==> src/rtl/tse_ram.sv <==
// Single-port synchronous memory with a registered read, used for the node pool and the stack.
module tse_ram #(
    parameter int DEPTH  = 64,
    parameter int DATA_W = 8
) (
    input  logic                     i_clk,
    input  logic                     i_we,
    input  logic                     i_re,
    input  logic [$clog2(DEPTH)-1:0] i_addr,
    input  logic [DATA_W-1:0]        i_wdata,
    output logic [DATA_W-1:0]        o_rdata
);

    logic [DATA_W-1:0] r_mem [DEPTH];
    logic [DATA_W-1:0] r_q;

    always_ff @(posedge i_clk) begin
        if (i_we) begin
            r_mem[i_addr] <= i_wdata;
        end
        if (i_re) begin
            r_q <= r_mem[i_addr];
        end
    end

    assign o_rdata = r_q;

endmodule

==> config.mk <==
export PLATFORM = sky130hd
export DESIGN_NAME = tse_ram
export DESIGN_NICKNAME = d
export VERILOG_FILES = /design/src/rtl/tse_ram.sv
export SDC_FILE = /design/constraint.sdc
export NUM_CORES = 1
export LEC_CHECK = 0
export BUFFER_PORTS_ARGS = -buffer_cell sky130_fd_sc_hd__buf_4
export CORE_AREA = 8 8 248 203
export DETAILED_ROUTE_END_ITERATION = 16
export DIE_AREA = 0 0 256 211
export HOLD_SLACK_MARGIN = 0.15
export PLACE_DENSITY_LB_ADDON = 0.25
export SYNTH_ARGS = -nofsm -noshare
export SYNTH_HDL_FRONTEND = slang
export SYNTH_SLANG_ARGS = --single-unit
==> constraint.sdc <==
create_clock -name i_clk -period 2.1 [get_ports i_clk]
set_clock_uncertainty 0.1 [all_clocks]
set_input_delay 0 -clock i_clk [delete_from_list [all_inputs] [get_ports i_clk]]
set_output_delay 0 -clock i_clk [all_outputs]
set_load 0.02 [all_outputs]
; Yosys cells after proc, flatten, opt, wreduce, memory -nomap -nowiden
; Memory sizes are Yosys's and may differ from the RTL's. A register that Yosys moved wholly into a read port is not among the register bits.
; Cells that the tools add are included.
[totals]
ff_bits = 0
mem_bits_rw = 512
out_inout_bits = 8
wordCells = 3
mem_count = 1
[classes]
mux = 2
[memory_table]
columns = memory, words, width, read_ports, rd_ports_with_merged_regs, write_ports, line_no
row1 = r_mem, 64, 8, 1, 1, 1, 14  ; logic [DATA_W-1:0] r_mem [DEPTH];
[op_table]
columns = cell, n
row1 = $mux 1, 2

; Longest topological paths before layout
; Gate-level depths: netlist (run 1).
[logic_depth]
depth_word = 2
ltp_mapped = 10
ltp_nobuf = 5

; Least setup slack after synthesis (run 1)
; OpenSTA, ideal clock, no wires.
[synth_path]
path_type = input-to-reg
start = in i_addr[1]
end = mem r_mem[13][0], enable pin
setup_ps = 370
arrival_time_ps = 1728
required_ps = 1630
slack_ps = -99
stages = 7
n_path_buf = 4
cell_sequence = buf_6 -> buf_6 -> nor2b_1 -> clkbuf_1 -> clkbuf_1 -> nand3_1 -> nor2_1
[synth_rtl]
columns = item, line_no
row1 = "start, declared", 9  ; input logic [$clog2(DEPTH)-1:0] i_addr,
row2 = "end, declared", 14
; No word-level cell before the write port.

==> results of run 1 <==
## sequential cells by signal, summed over array words and instances (netlist names)
name / flops
o_rdata: 8
r_mem: 512
## cell families after synthesis
logic type | count (synthesis) | synth area share
AO/OA/AOI/OAI | 222 | 0.08045
buffers and inverters | 84 | 0.01975
multiplexers | 116 | 0.08228
AND/OR/NAND/NOR | 229 | 0.05692
flip-flops | 520 | 0.7606
## report_power, final
part	switching [mW]	internal [mW]	total [mW]	leakage [nW]
Combinational	0.872	0.577	1.45	2.96
Sequential	0.0315	11.5	11.5	4.69
Clock	3.63	4.55	8.19	0.716
## routing by layer
metal | up-vias | track usage | part of all wire
li1 | 5258 | - | -
met1 | 6196 | 0.2873 | 0.44
met2 | 530 | 0.3076 | 0.45
met3 | 78 | 0.04919 | 0.092
met4 | 0 | 0.04859 | 0.021
met5 | - | 0 | 0
## worst paths after layout
kind	from	end	slack (ns)
setup / recovery	r_mem[6][7]$_DFFE_PP_	o_rdata[7]$_DFFE_PP_	-0.1
hold / removal	i_addr[2]	o_rdata[7]$_DFFE_PP_	0.18
setup reg to reg	r_mem[6][7]$_DFFE_PP_	o_rdata[7]$_DFFE_PP_	-0.1
hold reg to reg	r_mem[37][1]$_DFFE_PP_	o_rdata[1]$_DFFE_PP_	0.81
## Yosys cell counts, types with 12 or more instances
cell | count | area share
sky130_fd_sc_hd__mux4_2 | 41 | 0.045
sky130_fd_sc_hd__a221oi_1 | 21 | 0.0090
sky130_fd_sc_hd__a31oi_1 | 15 | 0.0046
sky130_fd_sc_hd__nand2b_1 | 24 | 0.0073
sky130_fd_sc_hd__nand3b_1 | 12 | 0.0044
sky130_fd_sc_hd__clkbuf_1 | 36 | 0.0066
sky130_fd_sc_hd__nor2_1 | 82 | 0.015
sky130_fd_sc_hd__a21oi_1 | 28 | 0.0068
sky130_fd_sc_hd__buf_2 | 30 | 0.0073
sky130_fd_sc_hd__edfxtp_1 | 520 | 0.76
sky130_fd_sc_hd__nand2_1 | 45 | 0.0082
sky130_fd_sc_hd__mux2i_1 | 63 | 0.031
sky130_fd_sc_hd__a22oi_1 | 40 | 0.015
sky130_fd_sc_hd__o22ai_1 | 22 | 0.0067
## through the flow
step                hold WS (ns)  instance area [µm²]  total power, mW    util  worst slack [ns]
CTS                       0.1737                24760            21.31  0.5349           -0.1372
global placement          0.2237                23120            13.15  0.4995           -0.3555
finish                    0.1789                24760            21.18  0.5349          -0.09897
detailed placement        0.2251                23120            13.17  0.4995           -0.3413
floorplan              -0.001131                20550            12.40       -          -0.09884
global route              0.1935                24760            21.82  0.5349           -0.1464
## worst min-delay path: cells and delay by family
family | cells | cell delay, ns
compound gates | 2 | 0.12
buf+inv | 2 | 0.31
mux | 1 | 0.18
simple gates | 1 | 0.11
## cell type report
cell class | count | area [µm²]
tap | 620 | 775.7
clock inverter | 23 | 132.6
multi-input combinational | 567 | 4567
clock buffer | 65 | 1329
fill | 3706 | 21530
timing repair buffer | 271 | 2326
inverter | 3 | 11.26
sequential | 520 | 15620
## repair_timing
| action | 4_1_cts | 5_1_grt |
|---|---|---|
| endpoints found under the setup margin | 5 | 5 |
| setup buffers | 0 | 0 |
| cloned | 0 | 0 |
| resized for setup | 10 | 2 |
| hold buffers | 15 | 0 |
| endpoints found under the hold margin | 588 | 0 |
| pin swaps | 5 | 7 |
==> results.env, run 1 <==
SETUP_TNS_NS=-0.3023
ENDPOINT_KIND='flip-flop'
DP.FINAL_HPWL_UM=36730
POWER.LEAKAGE_nW=8.365
FIRST_PASS_DETAILED_ROUTE_ITERATION_TOTAL=6
INITIAL_CELL_DENSITY_OF_THE_CORE=0.4436
WORSTPATHCELLLIST='mux2_4, mux4_2, o21ai_2, o2111ai_1, or4b_1'
FINAL_ANTENNA_NET_COUNT=0
AREA_GROWTH_PCT=20.59
SYNTH_NETS=1188
POST-ROUTE-MIN-PERIOD_NS=2.199
GRT_FIRST_PASS_WIRELENGTH_UM=80500
NUMCTSBUFFERS=49
GRT_MAX_DEGREE=65
CTS_HTREE_LEVELS=2
LAYOUT-DRIVE-GT1-SHARE=0.2705
CRIT_FAMILY='multiplexers'
DETAIL_ROUTE.DRC_VIOLATIONS=0
LAYOUT_COMMON_CELLS='sky130_fd_sc_hd__edfxtp_1, sky130_fd_sc_hd__buf_4, sky130_fd_sc_hd__nor2_1'
IO_PINS=25
SYNTH_ENABLE_FLOP_CELLS=520
TRITONCTS_CLOCK_TREE='yes'
ROUTED_WIRE_LENGTH_PER_INSTANCE_UM=26.63
ROUTED_VIA_DENSITY=5.830
GRT_USAGE=0.2004
POST-ROUTE-WORST-SETUP-SLACK_NS=-0.09897
ROW_COUNT=71
NUMBER_OF_INSTANCES_IN_THE_SYNTHESIZED_NETLIST=1171
MAX_CAP_VIOLATIONS=0
WORSTMARGINPINSLEW_NS=0.8244
TIMING.HOLD.WORST.CLASS='in -> reg'
FINAL_CELL_COUNT_NO_FILL=2069
CTSROOTBUFFERMASTER='sky130_fd_sc_hd__clkbuf_16'
ANTENNA_CELLS=0
POSTSYNTHAREAPERCELL_UM2=17.53
VIOLATIONS_IN_THE_FINAL_REPORTS='setup timing'
NETS=1429
TIMING.SETUP.CRITICAL_PATH_CLASS='reg -> reg'
VDD_IR_DROP_MAX_mV=0.5854
PERIOD_SHARE=1.047
GRT_ANTENNA_BEFORE_REPAIR=0
SLOWEST_DELAY_NS=0.48
NUMCLOCKSINKS=520
DIE_AREA_UM2=54020
YOSYSSEQAREASHARE=0.7606
NUMPORTBUFFERS=24
CRITPATHMAXFANOUT=1
DIE_W_UM=256
WORSTSKEWPAIRLATENCY_NS=0.57
POSTSYNTH.TOPFLOPCELL='sky130_fd_sc_hd__edfxtp_1'
SYNTH_ASYNC_SR_FLOP_SHARE=0
CRITPATHARRIVALTIME_NS=2.40
PLACED_CELLS_INCL_TAPS=1967
WORST_HOLD_PATH.NUM_CELLS=6
FIRST_GLOBAL_VIAS=11951
FINALWEIGHTEDCONGESTION=0.9083
CP.DEPTH=5
POST_SYNTHESIS_INSTANCE_AREA_UM2=20530
STARTPOINT_TYPE='flip-flop'
FP.DIEH_UM=211
YOSYSWARNINGCOUNT=0
PLACEABLECOREAREA_UM2=46280
TIMING.FMAX_MHz=454.8
TIMING.SLEW.HEADROOM=0.4493
NUMBER_OF_PINS_EXCEEDING_THEIR_MAX_SLEW_LIMIT_IN_THE_FINAL_REPORT=0
LAYOUT.CELLS.MOST_COMMON='sky130_fd_sc_hd__edfxtp_1'
DRT-INITIAL-DRC-COUNT=1381
GRT_SETUP_UNREPAIRED='true'
FINALHOLDVIOLCOUNT=0
CP.BUFFERS_INVERTERS=0
POWER_PER_CELL_AREA_nW_PER_UM2=855.6
MASTER_OF_THE_SLOWEST_INSTANCE_ON_THE_CRITICAL_PATH='sky130_fd_sc_hd__or4b_1'
YOSYS.CELL_TYPES.COUNT=55
POSTSYNTHREGISTERBITS=520
FINALSETUPVIOLCOUNT=5
DRT-TOTAL-WL_UM=55090
CLK_TRANSITION_REPORTED_PATHS_NS=0.06
DETAILROUTE.VIA_COUNT=12062
STATUS='finished, violations left'
CELL_COUNT_OF_THE_WORST_REG_TO_REG_PATH=5
MAX-CLOCK-PATH-BUFFERS=3
CRITICAL_PATH_REQUIRED_NS=2.31
GRT_OVERFLOW=0
Note: power is estimated with default switching activity, not from simulation.
==> run 2, diff against run 1 <==
--- a/config.mk
+++ b/config.mk
@@ -6,9 +6,9 @@
 export NUM_CORES = 1
 export LEC_CHECK = 0
 export BUFFER_PORTS_ARGS = -buffer_cell sky130_fd_sc_hd__buf_4
-export CORE_AREA = 8 8 248 203
+export CORE_AREA = 2 2 242 197
 export DETAILED_ROUTE_END_ITERATION = 16
-export DIE_AREA = 0 0 256 211
+export DIE_AREA = 0 0 244 199
 export HOLD_SLACK_MARGIN = 0.15
 export PLACE_DENSITY_LB_ADDON = 0.25
 export SYNTH_ARGS = -nofsm -noshare
==> run 2 against run 1 <==
Net effect: the flow still finishes with violations (setup timing); sequential power is essentially flat; via count is 1.1% higher; routed wire length is 0.96% lower; clock power is 2% higher; count of clock-buffer cells in the layout is 3 lower; non-clock buffer count increased by 7; combinational power barely moved; die area down 10%; fmax decreased by 1.1%; register-to-register slack worse by 0.02 ns; global-route usage up 2.6 points; critical path type unchanged; largest cell class unchanged; largest power group unchanged.
==> results.env, run 2 (synthesis gave the netlist of run 1 again) <==
FIRST_PASS_DETAILED_ROUTE_ITERATION_TOTAL=5  # was 6
GRT_OVERFLOW=0  # unchanged
REGTOREGENDPOINT='o_rdata[7]$_DFFE_PP_'  # unchanged
TOP_REGISTER='r_mem'  # unchanged
POST-ROUTE-MIN-PERIOD_NS=2.224  # was 2.199 ns
WORST_HOLD_PATH.NUM_CELLS=2  # was 6
DETAIL_ROUTE.DRC_VIOLATIONS=0  # unchanged
CTS_HTREE_LEVELS=2  # unchanged
POWER.LEAKAGE_nW=8.391  # was 8.365 nW
FIRST_GLOBAL_VIAS=11908  # was 11951
DP.FINAL_HPWL_UM=35380  # was 36730 µm
WORSTHOLDSTART='i_re'  # was i_addr[2]
FINALSETUPVIOLCOUNT=5  # unchanged
INITIAL_CELL_DENSITY_OF_THE_CORE=0.4436  # unchanged
DIE_W_UM=244  # was 256 µm
TIMING.FMAX_MHz=449.7  # was 454.8 MHz
NUMCLOCKSINKS=520  # unchanged
NUMPORTBUFFERS=24  # unchanged
FINAL_ANTENNA_NET_COUNT=0  # unchanged
MAX_CAP_VIOLATIONS=0  # unchanged
DIE_AREA_UM2=48560  # was 54020 µm²
GRT_FIRST_PASS_WIRELENGTH_UM=79530  # was 80500 µm
ENDPOINT_KIND='flip-flop'  # unchanged
CELL_COUNT_OF_THE_WORST_REG_TO_REG_PATH=5  # unchanged
NUM-FILL-CELLS=3668  # was 3706
SETUP.WORST_PATH.START='r_mem[4][7]$_DFFE_PP_'  # was r_mem[6][7]$_DFFE_PP_
WORSTPATHCELLLIST='mux2_4, mux4_2, o21ai_2, o2111ai_2, or4b_1'  # was mux2_4, mux4_2, o21ai_2, o2111ai_1, or4b_1
ANTENNA_CELLS=0  # unchanged
CTSROOTBUFFERMASTER='sky130_fd_sc_hd__clkbuf_16'  # unchanged
VIOLATIONS_IN_THE_FINAL_REPORTS='setup timing'  # unchanged
ROUTED_WIRE_LENGTH_PER_INSTANCE_UM=26.31  # was 26.63 µm
POST_CTS_SETUP_BUFFER_COUNT=0  # unchanged
TIMING.SLEW.HEADROOM=0.2939  # was 0.4493
WORSTMARGINPINSLEW_NS=1.057  # was 0.8244 ns
POWER_PER_CELL_AREA_nW_PER_UM2=859.0  # was 855.6 nW/µm²
R2R_SETUP_SLACK_NS=-0.12  # was -0.1 ns
CRITICAL_PATH_REQUIRED_NS=2.32  # was 2.31 ns
DETAILROUTE.VIA_COUNT=12197  # was 12062
NETS=1436  # was 1429
GRT_SETUP_UNREPAIRED='true'  # unchanged
NUMCTSBUFFERS=49  # unchanged
DRT-INITIAL-DRC-COUNT=1279  # was 1381
FP.DIEH_UM=199  # was 211 µm
WORSTSKEWPAIRLATENCY_NS=0.58  # was 0.57 ns
ROUTED_VIA_DENSITY=5.881  # was 5.830
POST_PLACEMENT_CELL_AREA_UM2=23130  # was 23120 µm²
PLACEABLECOREAREA_UM2=46280  # unchanged
NUMBER_OF_PINS_EXCEEDING_THEIR_MAX_SLEW_LIMIT_IN_THE_FINAL_REPORT=0  # unchanged
VDD_IR_DROP_MAX_mV=0.7777  # was 0.5854 mV
TRITONCTS_CLOCK_TREE='yes'  # unchanged
FINAL_CELL_COUNT_NO_FILL=2074  # was 2069
PERIOD_SHARE=1.059  # was 1.047
CRIT_FAMILY='multiplexers'  # unchanged
GRT_ANTENNA_BEFORE_REPAIR=1  # was 0
POST-ROUTE-WORST-SETUP-SLACK_NS=-0.1237  # was -0.09897 ns
LAYOUT_COMMON_CELLS='sky130_fd_sc_hd__edfxtp_1, sky130_fd_sc_hd__buf_4, sky130_fd_sc_hd__nor2_1'  # unchanged
FINISH.INSTANCE_AREA_UM2=24820  # was 24760 µm²
TIMING.HOLD.WORST.CLASS='in -> reg'  # unchanged
CP.BUFFERS_INVERTERS=0  # unchanged
UTILIZATION=0.5362  # was 0.5349
IO_PINS=25  # unchanged
STATUS='finished, violations left'  # unchanged
MASTER_OF_THE_SLOWEST_INSTANCE_ON_THE_CRITICAL_PATH='sky130_fd_sc_hd__mux4_2'  # was sky130_fd_sc_hd__or4b_1
LAYOUT.CELLS.MOST_COMMON='sky130_fd_sc_hd__edfxtp_1'  # unchanged
GRT_MAX_DEGREE=65  # unchanged
TIMING.SETUP.CRITICAL_PATH_CLASS='reg -> reg'  # unchanged
LAYOUT-DRIVE-GT1-SHARE=0.2785  # was 0.2705
DRT-TOTAL-WL_UM=54560  # was 55090 µm
AREA_GROWTH_PCT=20.89  # was 20.59%
STARTPOINT_TYPE='flip-flop'  # unchanged
FINALHOLDVIOLCOUNT=0  # unchanged
LARGEST_REGISTER_FF_COUNT=512  # unchanged
GRT_USAGE=0.2263  # was 0.2004
MAX-CLOCK-PATH-BUFFERS=3  # unchanged
SETUP_TNS_NS=-0.3267  # was -0.3023 ns
CRITPATHMAXFANOUT=1  # unchanged
SLOWEST_DELAY_NS=0.47  # was 0.48 ns
WORSTHOLDENDPOINT='o_rdata[2]$_DFFE_PP_'  # was o_rdata[7]$_DFFE_PP_
CLK_TRANSITION_REPORTED_PATHS_NS=0.06  # about the same
ROW_COUNT=71  # unchanged
CRITPATHARRIVALTIME_NS=2.44  # was 2.40 ns
R2R_START='r_mem[4][7]$_DFFE_PP_'  # was r_mem[6][7]$_DFFE_PP_
POWER.TOTAL_mW=21.32  # was 21.18 mW
FINALWEIGHTEDCONGESTION=0.8813  # was 0.9083
PLACED_CELLS_INCL_TAPS=1976  # was 1967
run 2: cell types whose count changed in the layout (fill, tap and decap cells not counted), moves of 2 or more:
| cell | before | now |
|---|---|---|
| sky130_fd_sc_hd__buf_12 | 20 | 16 |
| sky130_fd_sc_hd__clkbuf_16 | 51 | 49 |
| sky130_fd_sc_hd__bufinv_16 | 1 | 3 |
| sky130_fd_sc_hd__o311ai_1 | 2 | 0 |
| sky130_fd_sc_hd__buf_4 | 235 | 246 |
| sky130_fd_sc_hd__o311ai_4 | 0 | 2 |
run 2: worst max-delay path by stage:
stage / endpoint / slack (ns) / depth (start not counted)
final: o_rdata[7]$_DFFE_PP_ / -0.12 / 5
after global routing: o_rdata[7]$_DFFE_PP_ / -0.15 / 5
after CTS: o_rdata[7]$_DFFE_PP_ / -0.19 / 5
after detailed placement: o_rdata[6]$_DFFE_PP_ / -0.48 / 9
after global placement: o_rdata[5]$_DFFE_PP_ / -0.47 / 8
after floorplan: r_mem[13][0]$_DFFE_PP_ / -0.1 / 7
run 2: stage by stage:
stage               hold slack (ns)  setup WS, ns
floorplan                 -0.001131      -0.09884
global placement             0.2192       -0.4690
detailed placement           0.2200       -0.4790
CTS                          0.1706       -0.1882
global route                 0.2016       -0.1533
finish                       0.1905       -0.1237
run 2: worst reg2reg max path: stages, from the launching register on:
cell,delay [ns]
sky130_fd_sc_hd__edfxtp_1,0.37
sky130_fd_sc_hd__mux2_4,0.28
sky130_fd_sc_hd__mux4_2,0.47
sky130_fd_sc_hd__o21ai_2,0.18
sky130_fd_sc_hd__o2111ai_2,0.12
sky130_fd_sc_hd__or4b_1,0.47
run 2: timing repair:
| item | CTS | global route |
|---|---|---|
| resized for setup | 13 | 7 |
| setup endpoints to repair | 5 | 5 |
| endpoints found under the hold margin | 660 | 0 |
| pin swaps | 6 | 10 |
| hold buffers | 14 | 0 |
run 2: metal layers:
| metal | global-route usage | vias up | wire length, µm |
|---|---|---|---|
| met3 | 0.05666 | 90 | 5232 |
| li1 | - | 5260 | - |
| met1 | 0.3319 | 6277 | 23730 |
| met5 | 0 | - | 9 |
| met2 | 0.3335 | 568 | 23910 |
| met4 | 0.07046 | 2 | 1683 |
run 2: power breakdown:
part,internal [mW],total (mW),switching [mW]
combinational,0.577,1.45,0.870
sequential,11.5,11.5,0.0280
clock,4.65,8.33,3.68
total,16.7,21.3,4.58
run 2: area by class of cell:
cell class / count / area [µm²] / share of cell area
inverter: 3 / 11.26 / 0.0004537
timing repair buffer: 278 / 2330 / 0.09387
clock inverter: 24 / 192.7 / 0.007764
tap: 620 / 775.7 / 0.03126
multi-input combinational: 567 / 4618 / 0.1861
sequential: 520 / 15620 / 0.6292
clock buffer: 62 / 1275 / 0.05137
==> run 3, diff against run 2 <==
==> constraint.sdc (replaced) <==
create_clock -name i_clk -period 2 [get_ports i_clk]
set_clock_uncertainty 0.1 [all_clocks]
set_input_delay 0 -clock i_clk [delete_from_list [all_inputs] [get_ports i_clk]]
set_output_delay 0 -clock i_clk [all_outputs]
set_load 0.02 [all_outputs]
==> run 3 against run 2 <==
Net effect: setup slack got worse by 0.19 ns; global-route usage rose by 0.56 points; first-iteration DRC count rose by 15%; largest power group unchanged; the run still ends with setup timing left; critical path depth did not move; via count barely moved.
==> results.env, run 3 (synthesis gave the netlist of run 1 again) <==
STATUS='finished, violations left'  # unchanged
VIOLATIONS_IN_THE_FINAL_REPORTS='setup timing'  # unchanged
LAYOUT_COMMON_CELLS='sky130_fd_sc_hd__edfxtp_1, sky130_fd_sc_hd__buf_4, sky130_fd_sc_hd__mux2i_1'  # was sky130_fd_sc_hd__edfxtp_1, sky130_fd_sc_hd__buf_4, sky130_fd_sc_hd__nor2_1
IO_PINS=25  # unchanged
UTILIZATION=0.5441  # was 0.5362
POWER.TOTAL_mW=22.63  # was 21.32 mW
TIMING.SETUP.CRITICAL_PATH_CLASS='reg -> reg'  # unchanged
MAX-CLOCK-PATH-BUFFERS=3  # unchanged
DRT-TOTAL-WL_UM=55810  # was 54560 µm
ROUTED_VIA_DENSITY=5.872  # was 5.881
GRT_ANTENNA_BEFORE_REPAIR=0  # was 1
NUMBER_OF_PINS_EXCEEDING_THEIR_MAX_SLEW_LIMIT_IN_THE_FINAL_REPORT=0  # unchanged
FIRST_PASS_DETAILED_ROUTE_ITERATION_TOTAL=5  # unchanged
NUMCLOCKSINKS=520  # unchanged
AREA_GROWTH_PCT=22.66  # was 20.89%
CRITPATHARRIVALTIME_NS=2.52  # was 2.44 ns
WORSTMARGINPINSLEW_NS=0.9099  # was 1.057 ns
FINALSETUPVIOLCOUNT=5  # unchanged
MAX_CAP_VIOLATIONS=0  # unchanged
ROUTED_WIRE_LENGTH_PER_INSTANCE_UM=26.88  # was 26.31 µm
NUMCTSBUFFERS=50  # was 49
TIMING.HOLD.WORST.CLASS='in -> reg'  # unchanged
POST-ROUTE-MIN-PERIOD_NS=2.309  # was 2.224 ns
TIMING.SLEW.HEADROOM=0.3911  # was 0.2939
ROW_COUNT=71  # unchanged
DETAIL_ROUTE.DRC_VIOLATIONS=0  # unchanged
CRITICAL_PATH_REQUIRED_NS=2.22  # was 2.32 ns
CRITPATHMAXFANOUT=1  # unchanged
ENDPOINT_KIND='flip-flop'  # unchanged
SETUP_TNS_NS=-0.9028  # was -0.3267 ns
FP.DIEH_UM=199  # unchanged
POWER_PER_CELL_AREA_nW_PER_UM2=898.6  # was 859.0 nW/µm²
TRITONCTS_CLOCK_TREE='yes'  # unchanged
DIE_W_UM=244  # unchanged
FINISH.INSTANCE_AREA_UM2=25180  # was 24820 µm²
VDD_IR_DROP_MAX_mV=0.8106  # was 0.7777 mV
LAYOUT-DRIVE-GT1-SHARE=0.2871  # was 0.2785
GRT_USAGE=0.2319  # was 0.2263
GRT_FIRST_PASS_WIRELENGTH_UM=80870  # was 79530 µm
POST_PLACEMENT_CELL_AREA_UM2=23490  # was 23130 µm²
PERIOD_SHARE=1.155  # was 1.059
CLK_TRANSITION_REPORTED_PATHS_NS=0.07  # was 0.06 ns
GRT_SETUP_UNREPAIRED='true'  # unchanged
NUM-FILL-CELLS=3632  # was 3668
GRT_MAX_DEGREE=65  # unchanged
DETAILROUTE.VIA_COUNT=12190  # was 12197
POST-ROUTE-WORST-SETUP-SLACK_NS=-0.3092  # was -0.1237 ns
DRT-INITIAL-DRC-COUNT=1472  # was 1279
TIMING.FMAX_MHz=433.1  # was 449.7 MHz
ANTENNA_CELLS=0  # unchanged
STARTPOINT_TYPE='flip-flop'  # unchanged
FIRST_GLOBAL_VIAS=11977  # was 11908
WORSTSKEWPAIRLATENCY_NS=0.58  # about the same
PLACEABLECOREAREA_UM2=46280  # unchanged
LARGEST_REGISTER_FF_COUNT=512  # unchanged
POST_PLACEMENT_WORST_SETUP_SLACK_NS=-0.6080  # was -0.4790 ns
LAYOUT.CELLS.MOST_COMMON='sky130_fd_sc_hd__edfxtp_1'  # unchanged
NUMPORTBUFFERS=24  # unchanged
CTSROOTBUFFERMASTER='sky130_fd_sc_hd__clkbuf_16'  # unchanged
POWER.LEAKAGE_nW=8.469  # was 8.391 nW
POST_CTS_SETUP_BUFFER_COUNT=0  # unchanged
DP.FINAL_HPWL_UM=36640  # was 35380 µm
FINAL_ANTENNA_NET_COUNT=0  # unchanged
GRT_OVERFLOW=0  # unchanged
NETS=1437  # was 1436
FINALHOLDVIOLCOUNT=0  # unchanged
DIE_AREA_UM2=48560  # unchanged
TOP_REGISTER='r_mem'  # unchanged
INITIAL_CELL_DENSITY_OF_THE_CORE=0.4436  # unchanged
CTS_HTREE_LEVELS=2  # unchanged
FINALWEIGHTEDCONGESTION=0.8809  # was 0.8813
-- run 3: path summary, 6_finish.rpt --
path | cells past startpoint | slack, ns | to | from
setup reg to reg | 5 | -0.31 | o_rdata[7]$_DFFE_PP_ | r_mem[0][7]$_DFFE_PP_
hold / removal | 5 | 0.19 | r_mem[53][7]$_DFFE_PP_ | i_addr[4]
setup / recovery | 5 | -0.31 | o_rdata[7]$_DFFE_PP_ | r_mem[0][7]$_DFFE_PP_
hold reg to reg | 4 | 0.70 | o_rdata[1]$_DFFE_PP_ | r_mem[34][1]$_DFFE_PP_
-- run 3: through the flow --
step                      hold WS [ns]  std cells
after floorplan              -0.001131       1171
after global placement          0.2658       1976
after detailed placement        0.2617       1976
after CTS                       0.1540       2076
after global routing            0.1918       2076
final                           0.1910       2076
-- run 3: repair_timing --
action,in CTS,in global routing
hold endpoints to repair,577,0
pin swaps,4,3
setup endpoints to repair,5,21
resized for setup,11,3
hold buffers,14,0
-- run 3: power by group --
group | internal (mW) | leakage (nW) | switching [mW] | total (mW)
clock | 4.98 | 0.732 | 3.95 | 8.93
combinational | 0.639 | 3.05 | 0.938 | 1.58
sequential | 12.1 | 4.69 | 0.0343 | 12.1
-- run 3: critical path, cell delays in order (launching register included) --
cell and delay (ns):
sky130_fd_sc_hd__edfxtp_1 0.37, sky130_fd_sc_hd__mux2_4 0.27, sky130_fd_sc_hd__mux4_2 0.47, sky130_fd_sc_hd__o21ai_2 0.16
sky130_fd_sc_hd__o2111ai_2 0.18, sky130_fd_sc_hd__or4b_1 0.50
-- run 3: layout make-up --
type	instances	area (µm²)	share of cell area
sequential	520	15620	0.6201
timing repair buffer	278	2564	0.1018
clock buffer	63	1300	0.05162
tap	620	775.7	0.03081
multi-input combinational	567	4705	0.1868
inverter	3	11.26	0.0004472
clock inverter	25	211.5	0.008397
-- run 3: layer usage --
layer	up-vias	part of all wire	track usage	routed length, µm
met2	581	0.44	0.3543	24830
met3	78	0.10	0.06125	5571
li1	5268	-	-	-
met1	6263	0.43	0.3310	24060
met5	-	0	0	0
met4	0	0.024	0.06233	1341
